File: src/rtl/core/gtod_pkg.sv
// Shared types and constants for the GPS-synced time-of-day clock.
// No dependencies; imported by the interfaces and all core modules.
package gtod_pkg;

  localparam int unsigned MS_PER_SEC      = 1000;
  localparam int unsigned SEC_PER_MIN     = 60;
  localparam int unsigned MIN_PER_HOUR    = 60;
  localparam int unsigned HOURS_PER_DAY   = 24;
  localparam int unsigned HOURS_HALF_DAY  = 12;
  localparam int unsigned SINCE_MAX       = 65535;

  localparam int unsigned MS_W      = 10;
  localparam int unsigned SINCE_W   = 16;
  localparam int unsigned HOUR_W    = 5;
  localparam int unsigned HOUR12_W  = 4;
  localparam int unsigned MIN_W     = 6;
  localparam int unsigned SEC_W     = 6;
  localparam int unsigned OFFSET_W  = 6;
  localparam int unsigned CFG_IDX_W = 1;
  localparam int unsigned CFG_DATA_W = 16;

  // Reset time of day is 10:10:00.
  localparam logic [HOUR_W-1:0] RESET_HOUR   = HOUR_W'(10);
  localparam logic [MIN_W-1:0]  RESET_MINUTE = MIN_W'(10);
  localparam logic [SEC_W-1:0]  RESET_SECOND = SEC_W'(0);
  localparam logic [SINCE_W-1:0] RESET_RESYNC = SINCE_W'(60000);

  typedef enum logic [CFG_IDX_W-1:0] {
    REG_ZONE_SHIFT = 1'b0,
    REG_RESYNC     = 1'b1
  } cfg_reg_t;

  // Time of day as separate hour / minute / second fields.
  typedef struct packed {
    logic [HOUR_W-1:0] hour;
    logic [MIN_W-1:0]  minute;
    logic [SEC_W-1:0]  second;
  } hms_t;

endpackage

File: src/rtl/core/gtod_if.sv
// Channel interfaces: tick input, time result output, config write.
// Depends on gtod_pkg.
interface gtod_tick_if import gtod_pkg::*; ();
  logic              valid;
  logic              ready;
  logic              time_report;
  logic [HOUR_W-1:0] report_hour;
  logic [MIN_W-1:0]  report_minute;
  logic [SEC_W-1:0]  report_second;

  modport source (output valid, time_report, report_hour, report_minute, report_second,
                  input ready);
  modport sink   (input valid, time_report, report_hour, report_minute, report_second,
                  output ready);
endinterface

interface gtod_result_if import gtod_pkg::*; ();
  logic                valid;
  logic                ready;
  logic [HOUR_W-1:0]   hour_24;
  logic [HOUR12_W-1:0] hour_12;
  logic [MIN_W-1:0]    minute_now;
  logic [SEC_W-1:0]    second_now;
  logic                is_synced;

  modport source (output valid, hour_24, hour_12, minute_now, second_now, is_synced,
                  input ready);
  modport sink   (input valid, hour_24, hour_12, minute_now, second_now, is_synced,
                  output ready);
endinterface

interface gtod_cfg_if import gtod_pkg::*; ();
  logic                  valid;
  logic                  ready;
  logic [CFG_IDX_W-1:0]  reg_index;
  logic [CFG_DATA_W-1:0] wr_data;

  modport source (output valid, reg_index, wr_data, input ready);
  modport sink   (input valid, reg_index, wr_data, output ready);
endinterface

File: src/rtl/core/gps_synced_time_of_day_clock.sv
// Top level of the GPS-synced time-of-day clock: tick handling, config, result.
// Depends on gtod_pkg, gtod_if (channel interfaces) and gtod_load.
//
//   channel  dir  beat payload
//   -------  ---  ---------------------------------------------------------
//   tick     in   time_report, report_hour, report_minute, report_second
//   result   out  hour_24, hour_12, minute_now, second_now, is_synced
//   cfg      in   reg_index (0 utc offset, 1 resync interval), wr_data
//
// One tick per cycle while the result is not stalled; each tick's result appears in the cycle after acceptance.
// The time state and the result valid are updated in a single register stage.
// A stalled result blocks ticks only while it is held; taking it frees tick.ready
// in the same cycle. cfg is always ready.
// Reset (synchronous): time 10:10:00, unsynced, offset 0, resync interval 60000.
module gps_synced_time_of_day_clock import gtod_pkg::*; (
  input  logic           clk,
  input  logic           rst,
  gtod_tick_if.sink      tick,
  gtod_result_if.source  result,
  gtod_cfg_if.sink       cfg
);

  logic signed [OFFSET_W-1:0] zone_shift;
  logic [SINCE_W-1:0]         resync_interval;

  logic [MS_W-1:0]    ms_phase;
  logic [MS_W-1:0]    ms_phase_next;
  hms_t               now;
  hms_t               now_next;
  hms_t               tick_time;
  hms_t               report_time;
  logic [SINCE_W-1:0] ms_since_sync;
  logic [SINCE_W-1:0] since_inc;
  logic [SINCE_W-1:0] ms_since_sync_next;
  logic               synced;
  logic               do_sync;
  logic               out_valid;
  logic               tick_fire;
  logic               sec_wrap;
  logic               min_wrap;

  assign tick.ready = !out_valid || result.ready;
  assign tick_fire  = tick.valid && tick.ready;
  assign cfg.ready  = 1'b1;

  gtod_load u_load (
    .report_hour   (tick.report_hour),
    .report_minute (tick.report_minute),
    .report_second (tick.report_second),
    .zone_shift    (zone_shift),
    .local_time    (report_time)
  );

  always_ff @(posedge clk) begin
    if (rst) begin
      zone_shift      <= '0;
      resync_interval <= RESET_RESYNC;
    end else if (cfg.valid && cfg.ready) begin
      unique case (cfg_reg_t'(cfg.reg_index))
        REG_ZONE_SHIFT: zone_shift      <= cfg.wr_data[OFFSET_W-1:0];
        REG_RESYNC:     resync_interval <= cfg.wr_data[SINCE_W-1:0];
        default: ;
      endcase
    end
  end

  // Advance by one millisecond, carrying through seconds, minutes, hours; a due time report loads instead.
  always_comb begin
    tick_time = now;
    sec_wrap  = now.second == SEC_W'(SEC_PER_MIN - 1);
    min_wrap  = now.minute == MIN_W'(MIN_PER_HOUR - 1);
    if (ms_phase == MS_W'(MS_PER_SEC - 1)) begin
      ms_phase_next    = '0;
      tick_time.second = sec_wrap ? '0 : now.second + SEC_W'(1);
      if (sec_wrap) begin
        tick_time.minute = min_wrap ? '0 : now.minute + MIN_W'(1);
        if (min_wrap) begin
          tick_time.hour = (now.hour == HOUR_W'(HOURS_PER_DAY - 1)) ? '0
                                                                    : now.hour + HOUR_W'(1);
        end
      end
    end else begin
      ms_phase_next = ms_phase + MS_W'(1);
    end

    since_inc = (ms_since_sync == SINCE_W'(SINCE_MAX)) ? ms_since_sync
                                                       : ms_since_sync + SINCE_W'(1);
    do_sync = tick.time_report && (!synced || since_inc > resync_interval);

    now_next           = do_sync ? report_time : tick_time;
    ms_since_sync_next = do_sync ? '0 : since_inc;
  end

  always_ff @(posedge clk) begin
    if (rst) begin
      ms_phase      <= '0;
      now.hour      <= RESET_HOUR;
      now.minute    <= RESET_MINUTE;
      now.second    <= RESET_SECOND;
      ms_since_sync <= '0;
      synced        <= 1'b0;
      out_valid     <= 1'b0;
    end else begin
      if (tick_fire) begin
        ms_phase      <= do_sync ? '0 : ms_phase_next;
        now           <= now_next;
        ms_since_sync <= ms_since_sync_next;
        synced        <= synced || do_sync;
        out_valid     <= 1'b1;
      end else if (result.ready) begin
        out_valid <= 1'b0;
      end
    end
  end

  // State only moves on an accepted tick, so the result reads it directly.
  assign result.valid      = out_valid;
  assign result.hour_24    = now.hour;
  assign result.hour_12    = (now.hour >= HOUR_W'(HOURS_HALF_DAY))
                             ? HOUR12_W'(now.hour - HOUR_W'(HOURS_HALF_DAY))
                             : HOUR12_W'(now.hour);
  assign result.minute_now = now.minute;
  assign result.second_now = now.second;
  assign result.is_synced  = synced;

  a_time_range: assert property (@(posedge clk) disable iff (rst)
    (now.hour < HOUR_W'(HOURS_PER_DAY)) && (now.minute < MIN_W'(MIN_PER_HOUR))
    && (now.second < SEC_W'(SEC_PER_MIN)))
    else $error("time of day out of range");

  a_phase_range: assert property (@(posedge clk) disable iff (rst)
    ms_phase < MS_W'(MS_PER_SEC))
    else $error("millisecond phase out of range");

  a_sync_clears: assert property (@(posedge clk) disable iff (rst)
    (tick_fire && do_sync) |=> (ms_since_sync == '0) && (ms_phase == '0) && synced)
    else $error("sync did not load the clock");

  a_synced_sticky: assert property (@(posedge clk) disable iff (rst)
    synced |=> synced)
    else $error("synced flag dropped");

  a_hold_when_idle: assert property (@(posedge clk) disable iff (rst)
    !tick_fire |=> $stable(now) && $stable(ms_since_sync))
    else $error("time changed without a tick");

endmodule

File: src/rtl/core/gtod_load.sv
// Converts a GPS report plus UTC offset into a normalized local time of day.
// Depends on gtod_pkg.
module gtod_load import gtod_pkg::*; (
  input  logic [HOUR_W-1:0]          report_hour,
  input  logic [MIN_W-1:0]           report_minute,
  input  logic [SEC_W-1:0]           report_second,
  input  logic signed [OFFSET_W-1:0] zone_shift,
  output hms_t                       local_time
);

  localparam int unsigned HS_W = 7;

  logic [HS_W-1:0]    hs;
  logic [HS_W-1:0]    hs_a;
  logic [HS_W-1:0]    hs_b;
  logic [HS_W-1:0]    hs_c;
  logic               sec_carry;
  logic [MIN_W:0]     min_sum;
  logic               min_carry;
  logic [HOUR_W-1:0]  hour_sum;

  // Bias by two days so the sum stays positive: 16..110.
  assign hs = HS_W'(report_hour) + HS_W'(2 * HOURS_PER_DAY)
              + HS_W'(signed'({{(HS_W-OFFSET_W){zone_shift[OFFSET_W-1]}}, zone_shift}));

  // Modulo 24 by three compare-subtract steps.
  assign hs_a = (hs   >= HS_W'(4 * HOURS_PER_DAY)) ? hs   - HS_W'(4 * HOURS_PER_DAY) : hs;
  assign hs_b = (hs_a >= HS_W'(2 * HOURS_PER_DAY)) ? hs_a - HS_W'(2 * HOURS_PER_DAY) : hs_a;
  assign hs_c = (hs_b >= HS_W'(HOURS_PER_DAY))     ? hs_b - HS_W'(HOURS_PER_DAY)     : hs_b;

  // Seconds and minutes up to 63 carry into the next field.
  assign sec_carry = report_second >= SEC_W'(SEC_PER_MIN);
  assign min_sum   = (MIN_W+1)'(report_minute) + (MIN_W+1)'(sec_carry);
  assign min_carry = min_sum >= (MIN_W+1)'(MIN_PER_HOUR);
  assign hour_sum  = hs_c[HOUR_W-1:0] + HOUR_W'(min_carry);

  always_comb begin
    local_time.second = sec_carry ? report_second - SEC_W'(SEC_PER_MIN) : report_second;
    local_time.minute = min_carry ? MIN_W'(min_sum - (MIN_W+1)'(MIN_PER_HOUR))
                                  : min_sum[MIN_W-1:0];
    local_time.hour   = (hour_sum == HOUR_W'(HOURS_PER_DAY)) ? '0 : hour_sum;
  end

endmodule
File: src/flat_wrapper.sv
// flat-port wrapper written by rule: the top's interface ports become plain ports
module gps_synced_time_of_day_clock_flat import gtod_pkg::*;
  (clk, rst, tick_valid, tick_time_report, tick_report_hour, tick_report_minute, tick_report_second, tick_ready, result_valid, result_hour_24, result_hour_12, result_minute_now, result_second_now, result_is_synced, result_ready, cfg_valid, cfg_reg_index, cfg_wr_data, cfg_ready);
  gtod_tick_if tick_i ();
  gtod_result_if result_i ();
  gtod_cfg_if cfg_i ();
  input  logic clk;
  input  logic rst;
  input wire logic [$bits(tick_i.valid)-1:0] tick_valid;
  input wire logic [$bits(tick_i.time_report)-1:0] tick_time_report;
  input wire logic [$bits(tick_i.report_hour)-1:0] tick_report_hour;
  input wire logic [$bits(tick_i.report_minute)-1:0] tick_report_minute;
  input wire logic [$bits(tick_i.report_second)-1:0] tick_report_second;
  output wire logic [$bits(tick_i.ready)-1:0] tick_ready;
  output wire logic [$bits(result_i.valid)-1:0] result_valid;
  output wire logic [$bits(result_i.hour_24)-1:0] result_hour_24;
  output wire logic [$bits(result_i.hour_12)-1:0] result_hour_12;
  output wire logic [$bits(result_i.minute_now)-1:0] result_minute_now;
  output wire logic [$bits(result_i.second_now)-1:0] result_second_now;
  output wire logic [$bits(result_i.is_synced)-1:0] result_is_synced;
  input wire logic [$bits(result_i.ready)-1:0] result_ready;
  input wire logic [$bits(cfg_i.valid)-1:0] cfg_valid;
  input wire logic [$bits(cfg_i.reg_index)-1:0] cfg_reg_index;
  input wire logic [$bits(cfg_i.wr_data)-1:0] cfg_wr_data;
  output wire logic [$bits(cfg_i.ready)-1:0] cfg_ready;
  assign tick_i.valid = tick_valid;
  assign tick_i.time_report = tick_time_report;
  assign tick_i.report_hour = tick_report_hour;
  assign tick_i.report_minute = tick_report_minute;
  assign tick_i.report_second = tick_report_second;
  assign tick_ready = tick_i.ready;
  assign result_valid = result_i.valid;
  assign result_hour_24 = result_i.hour_24;
  assign result_hour_12 = result_i.hour_12;
  assign result_minute_now = result_i.minute_now;
  assign result_second_now = result_i.second_now;
  assign result_is_synced = result_i.is_synced;
  assign result_i.ready = result_ready;
  assign cfg_i.valid = cfg_valid;
  assign cfg_i.reg_index = cfg_reg_index;
  assign cfg_i.wr_data = cfg_wr_data;
  assign cfg_ready = cfg_i.ready;
  gps_synced_time_of_day_clock u_core (.clk(clk), .rst(rst), .tick(tick_i), .result(result_i), .cfg(cfg_i));
endmodule
File: config.mk
export PLATFORM = sky130hd
export DESIGN_NAME = gps_synced_time_of_day_clock_flat
export DESIGN_NICKNAME = d
export VERILOG_FILES = /design/src/rtl/core/gtod_pkg.sv /design/src/rtl/core/gtod_if.sv /design/src/rtl/core/gps_synced_time_of_day_clock.sv /design/src/rtl/core/gtod_load.sv /design/src/flat_wrapper.sv
export SDC_FILE = /design/constraint.sdc
export NUM_CORES = 1
export LEC_CHECK = 0
export BUFFER_PORTS_ARGS = -buffer_cell sky130_fd_sc_hd__buf_2
export CORE_MARGIN = 10
export CORE_UTILIZATION = 50
export CTS_CLUSTER_DIAMETER = 100
export DETAILED_ROUTE_END_ITERATION = 10
export PLACE_DENSITY = 0.76
export SYNTH_ARGS = -nofsm -noshare
export SYNTH_HDL_FRONTEND = slang
export SYNTH_SLANG_ARGS = --single-unit
export TNS_END_PERCENT = 10
File: constraint.sdc
create_clock -name clk -period 4.2 [get_ports clk]
set_clock_uncertainty 0.05 [all_clocks]
set_input_delay 0.63 -clock clk [delete_from_list [all_inputs] [get_ports clk]]
set_output_delay 0.63 -clock clk [all_outputs]
set_load 0.02 [all_outputs]
# ---- Yosys cells after proc, flatten, opt, wreduce, memory -nomap -nowiden
# Index checks and enable logic that the tools add are counted.
dict set report totals {
  regBits 67
  input_bits 40
  out_inout_bits 25
  wordCells 74
}
dict set report classes {
  n_addsub 15
  magnitude_cmp 7
  n_eq_ne 6
  mux 20
  bitwise_logic 1
  reduce_logical 16
}
# op n
set op_table {}
lappend op_table {{2-to-1 mux 17 bit} 2}
lappend op_table {{2-to-1 mux 16 bit} 2}
lappend op_table {{2-to-1 mux 6 bit} 4}
lappend op_table {{2-to-1 mux 10 bit} 2}
lappend op_table {{2-to-1 mux 5 bit} 4}
lappend op_table {{adder 16 x 1 -> 16 bit, second input constant} 1}
lappend op_table {{== test 16 bit, second input constant} 1}
lappend op_table {{greater-than comparator 16 bit} 1}
lappend op_table {{greater-or-equal comparator 7 x 6 -> 1 bit, second input constant} 2}
lappend op_table {{2-to-1 mux 7 bit} 2}
lappend op_table {{adder 6 x 1 -> 6 bit, second input constant} 2}
lappend op_table {{== test 6 bit, second input constant} 2}
lappend op_table {{subtractor 6 bit, second input constant} 2}
lappend op_table {{2-to-1 mux 11 bit} 1}
lappend op_table {{adder 10 x 1 -> 10 bit, second input constant} 1}
lappend op_table {{== test 10 bit, second input constant} 1}
lappend op_table {{== test 5 bit, second input constant} 2}
lappend op_table {{nonzero test 2 bit} 4}
lappend op_table {{adder 5 x 6 -> 7 bit, second input constant} 1}
lappend op_table {{adder 6 x 1 -> 7 bit} 1}
lappend op_table {{adder 7 bit} 1}
lappend op_table {{greater-or-equal comparator 7 x 5 -> 1 bit, second input constant} 1}
lappend op_table {{greater-or-equal comparator 7 bit, second input constant} 1}
lappend op_table {{subtractor 7 x 6 -> 7 bit, second input constant} 1}
lappend op_table {{16 further kinds} 23}

# ---- Depth between registers and ports, before layout
dict set report depth {
  ltp_word 12
  mapped_depth 21
  depth_no_buf 20
}

# ---- By module
# A second synthesis with hierarchy kept.
dict set report hier_totals {
  hier_cells 606
  hier_area_um2 4778.3
}
# module instances cells_each area_each_um2 seq_area_each_um2
set by_module_without_submodules {}
lappend by_module_without_submodules {gps_synced_time_of_day_clock 1 491 3851.2 1341.3}
lappend by_module_without_submodules {gtod_load 1 115 927.1 0.0}

# ---- Least setup slack after synthesis
# OpenSTA, ideal clock, no wires.
dict set report synth_timing {
  path_type {input to register}
  startpoint {input port tick_report_hour[1]}
  endpoint {register u_core.now, in the netlist u_core.result.hour_24[3]}
  setup_time_ps 77
  arrival_time_ps 4500
  t_required_ps 4073
  slack_ps -427
  path_stages 17
  n_path_buf 0
  cell_sequence {ha_1 ha_1 fa_1 a211oi_2 o21bai_1 and2_2 ha_1 a21oi_1 nand4_1 o221a_4 mux2_4 ha_1 or3_2 o2111ai_1 o21ai_1 a211o_1 a41oi_2}
}
dict set report synth_between {
  elab_chain_cells 12
  elab_cells_between_ends 15
  classes_between {6 x add/sub; 3 x order compare; 1 x eq/ne; 5 x mux}
}
# element line_no
set synth_lines {}
lappend synth_lines {{start, declared} flat_wrapper.sv:11} ;# input wire logic [$bits(tick_i.report_hour)-1:0] tick_report_hour;
lappend synth_lines {{adder 5 x 6 -> 7 bit (*)} gtod_load.sv:23} ;# assign hs = HS_W'(report_hour) + HS_W'(2 * HOURS_PER_DAY)
lappend synth_lines {{adder 7 bit (*)} gtod_load.sv:24} ;# + HS_W'(signed'({{(HS_W-OFFSET_W){zone_shift[OFFSET_W-1]}}, zone_shift}));
lappend synth_lines {{subtractor 7 bit or greater-or-equal comparator 7 bit (tied branches)} gtod_load.sv:27} ;# assign hs_a = (hs >= HS_W'(4 * HOURS_PER_DAY)) ? hs - HS_W'(4 * HOURS_PER_DAY) : hs;
lappend synth_lines {{2-to-1 mux 7 bit (*)} gtod_load.sv:27}
lappend synth_lines {{subtractor 7 x 6 -> 7 bit or greater-or-equal comparator 7 x 6 -> 1 bit (tied branches)} gtod_load.sv:28} ;# assign hs_b = (hs_a >= HS_W'(2 * HOURS_PER_DAY)) ? hs_a - HS_W'(2 * HOURS_PER_DAY) : hs_a;
lappend synth_lines {{2-to-1 mux 7 bit (*)} gtod_load.sv:28}
lappend synth_lines {{greater-or-equal comparator 7 x 5 -> 1 bit or subtractor 5 bit (tied branches)} gtod_load.sv:29} ;# assign hs_c = (hs_b >= HS_W'(HOURS_PER_DAY)) ? hs_b - HS_W'(HOURS_PER_DAY) : hs_b;
lappend synth_lines {{2-to-1 mux 5 bit (*)} gtod_load.sv:29}
lappend synth_lines {{adder 5 x 1 -> 5 bit (*)} gtod_load.sv:35} ;# assign hour_sum = hs_c[HOUR_W-1:0] + HOUR_W'(min_carry);
lappend synth_lines {{== test 5 bit} gtod_load.sv:41} ;# local_time.hour = (hour_sum == HOUR_W'(HOURS_PER_DAY)) ? '0 : hour_sum;
lappend synth_lines {{2-to-1 mux 5 bit (*)} gtod_load.sv:41}
lappend synth_lines {{2-to-1 mux 17 bit (*)} gps_synced_time_of_day_clock.sv:90} ;# now_next = do_sync ? report_time : tick_time;
lappend synth_lines {{end signal, assigned} gps_synced_time_of_day_clock.sv:106} ;# now <= now_next;
lappend synth_lines {{end, declared} gps_synced_time_of_day_clock.sv:28} ;# hms_t now;
# Every way passes the cells marked *; elsewhere a longest branch is shown, timed or not.
# A chain may end at the register's enable or synchronous reset.

# ---- Final worst setup path
# Ends and elaborated chain as after synthesis.

==> out/metrics.csv <==
stage,metric,value,unit
critical_path,r2r_start,u_core.zone_shift[2],
pwr,p_seq_frac,0.403,
critical_path,reg2reg_slack,0.17,ns
critical_path,reg2reg_depth,16,
pwr,totalPowerFinal,1.71,mW
worst_hold_path,hold_end,u_core.resync_interval[2],
place,dpl.hpwl,8920,um
yosys,syn_area,0.00467,mm2
global_route,gr-usage-all-layers,0.177,
yosys,synth_most_common_cell,dfxtp_1,
yosys,syn_inst,586,
pwr,combPwrFrac,0.270,
layout,nNetsFinal,766,
sta,post-route-period-util,0.972,
critical_path,slowest_stage,fa_2,
sta,fmax,0.245,GHz
clock_tree,ctsHoldBuffers,0,
floorplanning,die_y,117,um
clock_tree,htree_num_levels,3,
layout,syn2layout_area_growth,23.1,%
critical_path,slowest_delay,0.37,ns
place,gp_congestion,0.864,
pwr,power.leakage,2.50,nW
place,dp_slack,-0.339,ns
yosys,ys_async_sr_fraction,0,
layout,finalInstanceArea,0.00575,mm2
clock_tree,cts_root_buf,clkbuf_8,
layout,n_antenna_cell,0,
layout,drive_gt1_frac,0.239,
critical_path,cp_num_buf_inv,2,
clock_tree,path_clk_slew,0.08,ns
yosys,synthTopCellsByArea,"dfxtp_1, ha_1, a21oi_1, nand2_1, nor2_1",
pwr,irDropWorstVdd,0.145,mV
worst_hold_path,min_path_cells,2,
drt,wirelength,12100,um
yosys,dominantRegCellSynth,dfxtp_1,
global_route,overflow,0,
layout,final_util,0.628,
yosys,post-synth-top-area-cell,dfxtp_1,
pwr,switching_power,0.560,mW
critical_path,arrival,4.31,ns
yosys,ys_seq_area_frac,0.287,
pwr,power.density,298,mW/mm2
critical_path,critical_path_required,4.43,ns
pwr,p_int,1.15,mW
critical_path,worstSetupEndpointType,register,
status,outcome,"finished, final reports clean",
sta,slew_viol_final,0,
global_route,grt_antenna_before_repair,0,
run,drv_cap,0,
place,post_dp_cell_area,0.00544,mm2
critical_path,rr_endpoint,u_core.result.hour_24[3],
clock_tree,cts_tree,done,
floorplanning,pin_count,65,
yosys,ys_types,68,
yosys,synth_edf_count,0,
floorplanning,start_util,0.510,
yosys,ys_seq_elements,67,
yosys,syn-num-nets,670,
worst_hold_path,min_path_type,reg -> reg,
critical_path,critPathKind,in -> reg,
place,dp.cells,779,
global_route,grt_pass1_wl,20000,um
floorplanning,fp.coreArea,0.00915,mm2
sta,hold_viol_final,0,
place,numPortBuffers,63,
clock_tree,clock_path_buffers,2,
drt,vias_per_cell,5.73,
worst_hold_path,hold_start,u_core.resync_interval[2],
pwr,switching_share,0.327,
layout,final-instance-count-excl-fill,798,
global_route,grt_pass1_vias,4523,
critical_path,critical_path.startpoint_type,input pin,
pwr,clkPwrFrac,0.327,
critical_path,worstPathMaxFanout,3,
drt,drc_errors,0,
floorplanning,die-width,117,um
yosys,yosys-top-cells-count,"dfxtp_1, nand2_1, a21oi_1, nor2_1, ha_1",
sta,relSlewSlack,0.484,
critical_path,startpoint,tick_report_hour[1],
drt,ant_nets,0,
clock_tree,clock-sinks,67,
floorplanning,core.rowCount,35,
sta,tightest_slew,0.774,ns
drt,vias,4575,
sta,setup_viol,0,
yosys,yosysWarningCount,0,
critical_path,cpMostUsedCell,ha_4,
sta,layout_setup_ws,0.117,ns
clock_tree,cts_buffers,9,
floorplanning,dieArea,0.0136,mm2
clock_tree,clk_latency,0.35,ns
drt,drt_iter0_markers,230,
drt,wl_per_cell,15.1,um
critical_path,cpLargestDelayFamily,compound AO/OA/AOI/OAI gates,
yosys,synth_top_cell_area_share,0.287,
drt,first_pass_iters,5,
yosys,syn_avg_cell_area,7.97,um2
global_route,grt_start_max_net_pins,48,
sta,fin_crit,4.08,ns
critical_path,crit_path_cell_trace,buf_2 > ha_4 > ha_4 > fa_2 > a211oi_4 > buf_4 > mux2_1 > a41oi_4 > o221a_4 > mux2_4 > ha_4 > a21o_1 > or3_1 > o2111ai_1 > o21ai_1 > a211o_1 > a41oi_2,
layout make-up:
type	instances	area [um2]
multi-input combinational	464	3290
fill	819	3410
clock inverter	7	75.1
tap	111	139
clock buffer	9	124
sequential	67	1350
inverter	32	120
timing repair buffer	108	653
worst register-to-register path, stage by stage, from the launching register on:
cell,delay [ns]
dfxtp_1,0.37
ha_4,0.22
ha_1,0.29
a211o_1,0.33
a31o_1,0.23
a21o_1,0.20
ha_4,0.19
a41oi_4,0.24
o221a_4,0.25
mux2_4,0.33
ha_4,0.16
a21o_1,0.17
or3_1,0.31
o2111ai_1,0.10
o21ai_1,0.11
a211o_1,0.27
a41oi_2,0.12
timing repair:
item                                    4_1_cts  5_1_grt
pin swaps                                     0       11
resized for setup                             2       20
endpoints found under the setup margin        2       43
setup buffers                                 0        3
hold endpoints to repair                      0        0
cells in the final DEF (no fill, tap or decap), types with 15 or more instances in the layout:
master    n
nor3_1   15
a21oi_1  57
inv_1    31
nand2_1  62
xnor2_1  16
nor2_1   48
ha_1     34
buf_4    45
and3_1   15
nand3_1  23
buf_2    63
xor2_1   18
dfxtp_1  64
stage by stage:
stage / hold WS, ns / setup TNS [ns]
after global routing: 0.434 / -0.197
after floorplan: 0.386 / -0.0238
after global placement: 0.395 / -0.349
after detailed placement: 0.404 / -0.605
final: 0.410 / 0
after CTS: 0.416 / 0
registers in the layout, summed over array words and instances, names as in the netlist:
register and cells:
u_core.result.minute_now 6, u_core.result.hour_24 5, u_core.ms_phase 10, u_core.result.second_now 6, u_core.resync_interval 16, u_core.result.is_synced 1, u_core.result.valid 1, u_core.zone_shift 6
u_core.ms_since_sync 16
power groups by stage:
stage                     Clock, mW  Combinational, mW  Sequential, mW
after CTS                     0.571              0.448           0.688
after floorplan                   0              0.289           0.712
after global placement            0              0.426           0.701
final                         0.559              0.463           0.689
after global routing          0.597              0.512           0.693
after detailed placement          0              0.443           0.702
routing by layer:
layer / GRT usage / vias to the layer above / share of wire
met5: 0 / - / 0
met4: 0.0552 / 0 / 0.011
met3: 0.0462 / 18 / 0.059
met2: 0.294 / 143 / 0.46
met1: 0.219 / 2116 / 0.47
li1: - / 2298 / -
cell families (layout without fill, tap and decap cells):
logic type / count (synthesis) / after routing / share of synthesized area
compound gates: 146 / 146 / 0.202
simple gates: 222 / 222 / 0.237
buf+inv: 55 / 156 / 0.0501
other cells: 1 / 1 / 0.000803
mux: 16 / 16 / 0.0359
xor+xnor: 35 / 35 / 0.0673
fa+ha+maj: 44 / 44 / 0.120
flops: 67 / 67 / 0.287
worst max path at each step:
stage / to / cells after the start
3_3_place_gp: u_core.result.hour_24[3] / 19
4_1_cts: u_core.result.hour_24[3] / 19
3_5_place_dp: u_core.result.hour_24[3] / 19
6_report: u_core.result.hour_24[3] / 17
2_1_floorplan: u_core.result.hour_24[3] / 18
5_1_grt: u_core.result.hour_24[4] / 19
Note: power is estimated with default switching activity, not from simulation.
